<file path="src/hdl/convex_polygon_span_table_assert.svh">
// Assertion macros shared by the span table RTL.
// Needs clk and rst_n in the scope of the module that uses them.
`ifndef CONVEX_POLYGON_SPAN_TABLE_ASSERT_SVH
`define CONVEX_POLYGON_SPAN_TABLE_ASSERT_SVH

// Same-cycle implication.
`define CPST_ASSERT_IMP(name, ante, cons, msg) \
  name: assert property (@(posedge clk) disable iff (!rst_n) (ante) |-> (cons)) \
    else $error(msg);

// Next-cycle implication.
`define CPST_ASSERT_NXT(name, ante, cons, msg) \
  name: assert property (@(posedge clk) disable iff (!rst_n) (ante) |=> (cons)) \
    else $error(msg);

`endif

</file>
<file path="src/hdl/cpst_pkg.sv">
// Types and constants for the convex polygon span table.
// No dependencies; used by convex_polygon_span_table, cpst_div and cpst_table.
`default_nettype none

package cpst_pkg;

  localparam int COORD_W  = 16;  // Q12.4 vertex coordinate
  localparam int COL_W    = 12;  // integer column
  localparam int Y_W      = 14;  // signed scanline index, covers -8192..8191
  localparam int ROW_IN_W = 10;  // row field of a read request
  localparam int SLOPE_W  = 32;  // Q16.16 slope
  localparam int ACC_W    = 40;  // Q24.16 edge accumulator
  localparam int FRAC_W   = 16;

  localparam logic signed [COL_W-1:0] COL_MAX = 12'sd2047;
  localparam logic signed [COL_W-1:0] COL_MIN = -12'sd2048;

  typedef enum logic [1:0] {
    ACT_CLEAR = 2'd0,
    ACT_ADD   = 2'd1,
    ACT_READ  = 2'd2
  } action_t;

  typedef enum logic [2:0] {
    S_IDLE,
    S_EDGE,
    S_DIV,
    S_WALK,
    S_NEXT,
    S_CLEAR,
    S_READ,
    S_DONE
  } top_state_t;

  typedef enum logic [1:0] {
    T_IDLE,
    T_CLEAR,
    T_WALK
  } tbl_state_t;

  typedef struct packed {
    logic                      clr_go;
    logic                      walk_go;
    logic                      rd_go;
    logic [Y_W-1:0]            rd_row;
    logic signed [COORD_W-1:0] x1;
    logic signed [SLOPE_W-1:0] slope;
    logic signed [Y_W-1:0]     y_first;
    logic signed [Y_W-1:0]     y_last;
  } tbl_cmd_t;

  typedef struct packed {
    logic                    busy;
    logic                    rd_done;
    logic signed [COL_W-1:0] left;
    logic signed [COL_W-1:0] right;
  } tbl_stat_t;

endpackage

`default_nettype wire

</file>
<file path="src/hdl/cpst_div.sv">
// Restoring divider for the edge slope: (|dx| << 16) / dy, one bit per cycle,
// signed and saturated to 32 bits. Depends on cpst_pkg.
`default_nettype none

module cpst_div (
  input  logic                                clk,
  input  logic                                rst_n,
  input  logic                                start,
  input  logic                                neg,
  input  logic [cpst_pkg::COORD_W-1:0]        mag,
  input  logic [cpst_pkg::COORD_W-1:0]        den,
  output logic                                done,
  output logic signed [cpst_pkg::SLOPE_W-1:0] quot
);

  localparam int NW = cpst_pkg::SLOPE_W;
  localparam int DW = cpst_pkg::COORD_W;
  localparam int CW = $clog2(NW);

  logic          busy_r, busy_nxt;
  logic          done_r, done_nxt;
  logic [CW-1:0] cnt_r, cnt_nxt;
  logic [NW-1:0] num_r, num_nxt;
  logic [DW-1:0] rem_r, rem_nxt;
  logic [DW-1:0] den_r, den_nxt;
  logic          neg_r, neg_nxt;
  logic [DW:0]   trial;
  logic [DW:0]   diff;
  logic [NW-1:0] neg_q;

  always_comb begin
    trial    = {rem_r, num_r[NW-1]};
    diff     = trial - {1'b0, den_r};
    busy_nxt = busy_r;
    done_nxt = 1'b0;
    cnt_nxt  = cnt_r;
    num_nxt  = num_r;
    rem_nxt  = rem_r;
    den_nxt  = den_r;
    neg_nxt  = neg_r;
    if (start) begin
      busy_nxt = 1'b1;
      cnt_nxt  = '0;
      num_nxt  = {mag, {(NW-DW){1'b0}}};
      rem_nxt  = '0;
      den_nxt  = den;
      neg_nxt  = neg;
    end else if (busy_r) begin
      if (trial >= {1'b0, den_r}) begin
        rem_nxt = diff[DW-1:0];
        num_nxt = {num_r[NW-2:0], 1'b1};
      end else begin
        rem_nxt = trial[DW-1:0];
        num_nxt = {num_r[NW-2:0], 1'b0};
      end
      cnt_nxt = cnt_r + 1'b1;
      if (cnt_r == CW'(NW-1)) begin
        busy_nxt = 1'b0;
        done_nxt = 1'b1;
      end
    end
  end

  // Sign and clamp to the signed 32-bit range.
  always_comb begin
    neg_q = '0 - num_r;
    if (neg_r) begin
      if (num_r > {1'b1, {(NW-1){1'b0}}}) begin
        quot = $signed({1'b1, {(NW-1){1'b0}}});
      end else begin
        quot = $signed(neg_q);
      end
    end else if (num_r[NW-1]) begin
      quot = $signed({1'b0, {(NW-1){1'b1}}});
    end else begin
      quot = $signed(num_r);
    end
  end

  assign done = done_r;

  always_ff @(posedge clk) begin
    if (!rst_n) begin
      busy_r <= 1'b0;
      done_r <= 1'b0;
      cnt_r  <= '0;
    end else begin
      busy_r <= busy_nxt;
      done_r <= done_nxt;
      cnt_r  <= cnt_nxt;
    end
    num_r <= num_nxt;
    rem_r <= rem_nxt;
    den_r <= den_nxt;
    neg_r <= neg_nxt;
  end

endmodule

`default_nettype wire

</file>
<file path="config.mk">
export PLATFORM = sky130hd
export DESIGN_NAME = cpst_div
export DESIGN_NICKNAME = d
export VERILOG_FILES = /design/src/hdl/convex_polygon_span_table_assert.svh /design/src/hdl/cpst_pkg.sv /design/src/hdl/cpst_div.sv
export SDC_FILE = /design/constraint.sdc
export NUM_CORES = 1
export LEC_CHECK = 0
export BUFFER_PORTS_ARGS = -buffer_cell sky130_fd_sc_hd__buf_2
export CAP_MARGIN = 20
export CORE_UTILIZATION = 50
export DETAILED_ROUTE_END_ITERATION = 10
export GPL_TIMING_DRIVEN = 0
export PLACE_DENSITY = 0.71
export SYNTH_ARGS = -nofsm -noshare
export SYNTH_HDL_FRONTEND = slang
export SYNTH_SLANG_ARGS = --single-unit
</file>
<file path="constraint.sdc">
create_clock -name clk -period 4.5 [get_ports clk]
set_clock_uncertainty 0.05 [all_clocks]
set_input_delay 0.9 -clock clk [delete_from_list [all_inputs] [get_ports clk]]
set_output_delay 0.9 -clock clk [all_outputs]
set_load 0.05 [all_outputs]
</file>
* Word level (Yosys, flattened, before mapping)
Cells that the tools add are included.
Cells by class: order comparisons 2, reduce and logical (&&, ||, !) cells 3, add/subtract/negate cells 3, equal/unequal tests 1, bitwise gates (word level) 2, multiplexer cells 11
Operator list (number):
- $mux 32 | 4
- $gt 32x32->1 const B | 1
- $sub 1x32->32 const A | 1
- $mux 31 | 1
- $ge 17x16->1 | 1
- $mux 16 | 1
- $sub 16x16->16 | 1
- $add 5x1->5 const B | 1
- $eq 5x5->1 const B | 1
- $mux 1 | 5
- $reduce_or 3->1 | 1
- $not 1->1 | 2
- $reduce_bool 2->1 | 1
- $reduce_or 2->1 | 1
Word-level totals: output and inout port bits 33, register bits 72

* Logic depth before layout (Yosys ltp)
depth after elaboration 4, depth in mapped cells 11, depth with buffers taken out 9

* Worst setup path after synthesis
Ideal clock, no wire load.
path type register -> output, from reg num_r[1], to out quot[10] (netlist bit), path buffers 1, stages on the path, launching flop included 9, arrival time 3895 ps, required time 3550 ps, setup slack -345 ps, cells stage by stage dfxtp_1 inv_1 ha_1 or3b_1 buf_2 nor4_1 a41oi_1 nand2b_1 o311ai_0
On the way: longest elaborated chain between the ends 3, elaborated cells on any way between the ends 4, classes of those cells 1 x add/sub; 1 x order compare; 2 x mux
Ends and longest elaborated chain:
- start: declaration | RTL line cpst_div.sv:23 | logic [NW-1:0] num_r, num_nxt;
- start signal: assignment | RTL line cpst_div.sv:92 | num_r <= num_nxt;
- $sub 1x32->32 or $gt 32x32->1 (tied branches) | RTL line cpst_div.sv:66, cpst_div.sv:68
- $mux 32 (*) | RTL line cpst_div.sv:68 | if (num_r > {1'b1, {(NW-1){1'b0}}}) begin
- $mux 32 (*) | RTL line cpst_div.sv:67 | if (neg_r) begin
- end: declaration | RTL line cpst_div.sv:13 | output logic signed [cpst_pkg::SLOPE_W-1:0] quot
Every way passes the cells marked *; elsewhere a longest branch is shown, timed or not.

* Worst setup path in the final report
from reg num_r[24], to out quot[14] (netlist bit)
On the way: longest elaborated chain between the ends 3
Ends and longest elaborated chain (RTL line):
- $gt 32x32->1 | cpst_div.sv:68
- $mux 32 | cpst_div.sv:68
- $mux 32 | cpst_div.sv:67
Every way passes these cells.

==> impl_metrics.toml <==
[clocking]
clk_pin_slew_ps = 90
htreeDepth = 3
clock_path_buffers = 2
hold_buffers = 0
cts.sinks = 72
root_buffer = "clkbuf_8"
worstSkewPairLatency_ps = 360
cts_buffers = 9
cts_setup_buffers = 0
cts_tree = "built"

[drt]
drt_iter0_drc = 320
wl_um = 13010
viasPerCell = 6.166
drc = 0
dr.pass1.iters = 5
routedWlPerCell_um = 17.06
vias = 4705
drt.antenna.violating_nets = 0

[timing]
max-slew-margin-rel = 0.4974
fin_ws_ps = 129.3
hold_viol = 0
setup_viol = 0
fin_crit_sh = 0.9713
min_period_ps = 4371
drv_slew = 0
worstMarginPinSlew_ps = 753.9
max_freq_mhz = 228.8

[worst_setup_path]
worst_path_max_delay_cell = "nor4_1"
crit_chain = "clkbuf_1 -> or3_1 -> nor4_1 -> a41oi_2 -> clkbuf_1 -> o21ai_0 -> nand2_1 -> o311ai_0 -> buf_2"
cp.depth = 9
crit_top_cell = "clkbuf_1"
max_stage_delay_ps = 490
cp.buffers_inverters = 3
start_kind = "register"
cp-end-kind = "output pin"
crit_fanout = 10
worstSetupPathType = "register to output pin"
crit_required_ps = 3550
rr_worst_depth = 10
critical_path.top_delay_family = "simple AND/OR/NAND/NOR gates"
arrival_ps = 3420

[synthesis]
yosysTopAreaCellShare = 0.2095
yosys-top-cells-count = "78 x nor2_1, 42 x nand2_1, 40 x a21oi_1"
syn_area_um2 = 4730
synth_area_leaders = "edfxtp_1 21%, dfxtp_1 17%, nor2_1 6.2%, ha_1 5.0%, a21oi_1 4.2%"
async_reset_ff_frac = 0
seq_area_frac_synth = 0.3746
synthCells = 567
yosysUniqueCellTypes = 61
ys_seq_elements = 72
synth_top_flop_cell = "dfxtp_1"
post-synth-top-count-cell = "nor2_1"
yosys_warnings = 0
syn_nets = 623
yosys.area.top_type = "edfxtp_1"
synth_edf_count = 33
syn_area_per_cell_um2 = 8.341

[place]
port_buffers = 68
dp_slack_ps = 240.9
place_area_um2 = 5209
place_inst = 746
gp_congestion = 0.9362
dp_hpwl_um = 9179

[die]
row_count = 35
die_x_um = 99.26
start_util = 0.5143
die-height_um = 99.26
dieArea_um2 = 9852
io_pins = 69
core-area_um2 = 9196

[final_layout]
multi_input_area_um2 = 2748
final_core_util = 0.5973
antenna_cells = 0
fin_cells = 763
seq_area_um2 = 1772
syn2layout_area_growth_pct = 16.14
final_nets = 703
layout-drive-gt1-share = 0.1610
fin_area_um2 = 5493
fillCellCount = 836

[grt]
grt_pass1_wl_um = 20650
grt_start_max_net_pins = 22
grt_usage = 0.2649
antenna_found_initial = 0
overflow = 0
grt_pass1_vias = 4184

[status]
status = "complete, no violations"

[hold_path]
min_path_cells = 2
min_path_type = "register to register"

[power_and_ir_drop]
seqPwrFrac = 0.403
ir_drop_mv = 0.1744
powerDensity_nw_per_um2 = 340.9
p_int_mw = 1.186
pwr-share-comb = 0.306
power.share.clock = 0.291
power_switching_mw = 0.6864
power_leakage_nw = 2.304
swShare = 0.3666

[flow_run]
maxCapViolations = 0
==> cells by family (layout without fill, tap and decap cells) <==
| family | count (synthesis) | in the layout | share of synthesized area |
|---|---|---|---|
| AND/OR/NAND/NOR | 197 | 197 | 0.1968 |
| AO/OA/AOI/OAI | 183 | 184 | 0.2643 |
| flip-flops | 72 | 72 | 0.3746 |
| buffers and inverters | 68 | 152 | 0.05503 |
| adder cells (fa/ha/maj) | 20 | 20 | 0.05450 |
| multiplexers | 18 | 18 | 0.03809 |
| XOR/XNOR | 9 | 9 | 0.01667 |
==> metrics by stage <==
step | setup TNS (ps) | hold slack (ps) | total power, mW
2_1_floorplan | -2378 | 394.1 | 1.182
3_3_place_gp | 0 | 421.8 | 1.312
3_5_place_dp | 0 | 425.1 | 1.319
4_1_cts | 0 | 452.3 | 1.864
5_1_grt | -1.939 | 467.8 | 1.955
6_report | 0 | 449.2 | 1.872
==> power by group through the flow <==
stage               clock, mW  combinational (mW)  sequential [mW]
floorplan                   0               0.424            0.758
global placement            0               0.544            0.768
detailed placement          0               0.550            0.769
CTS                     0.555               0.555            0.754
global route            0.580               0.614            0.760
finish                  0.545               0.573            0.755
==> state kept, by name, indices dropped and copies added, names as in the netlist <==
name,flops
cnt_r,5
rem_r,16
busy_r,1
den_r,16
done,1
neg_r,1
num_r,32
==> worst paths after layout <==
| check | startpoint | to | slack [ps] |
|---|---|---|---|
| max | num_r[24] | quot[14] | 130 |
| min | rem_r[15] | rem_r[15] | 450 |
| max reg2reg | num_r[31] | rem_r[4] | 920 |
| min reg2reg | rem_r[15] | rem_r[15] | 450 |
==> layer usage <==
| metal | wire, um | up-vias | global-route usage |
|---|---|---|---|
| met5 | 0 | - | 0 |
| met4 | 313 | 0 | 0.1176 |
| met2 | 5817 | 214 | 0.4054 |
| met1 | 5918 | 2177 | 0.3598 |
| met3 | 964 | 29 | 0.05833 |
| li1 | - | 2285 | - |
==> layout by cell type, fill, tap and decap left out, drive strengths merged, types with 6 or more instances in the layout <==
cell type	instances
a22o	13
nor4	17
nand3	8
a21oi	40
dfxtp	39
nor3	13
nand4	7
a31oi	13
a21o	10
o22a	6
o21a	7
ha	19
o21ai	41
edfxtp	33
inv	30
or3	6
clkbuf	45
xnor2	7
nand2	42
nor2	78
o311ai	8
mux2i	18
buf	72
==> timing repair <==
item                                    CTS  global route
endpoints found under the setup margin    8            24
cloned                                    0             1
resized for setup                         2            16
pin swaps                                 0             1
==> worst reg2reg max path, cell delays in order (launching register included) <==
cell      delay, ps
edfxtp_1        320
clkbuf_1        490
inv_1           320
ha_1            310
nand2b_1        170
a211o_1         320
a21oi_1         340
o21a_1          300
clkbuf_1        420
o21ai_0         150
a311oi_1        290
==> layout make-up <==
| cell class | instances | area share |
|---|---|---|
| plain buffers | 37 | 0.02665 |
| clock buffers | 12 | 0.03417 |
| clock inverters | 4 | 0.005695 |
| inverters | 31 | 0.02118 |
| multi-input cells | 428 | 0.5002 |
| flip-flops and latches | 72 | 0.3226 |
| well taps | 111 | 0.02528 |
| repair buffers | 68 | 0.06424 |
(Power assumes the default switching activity.)
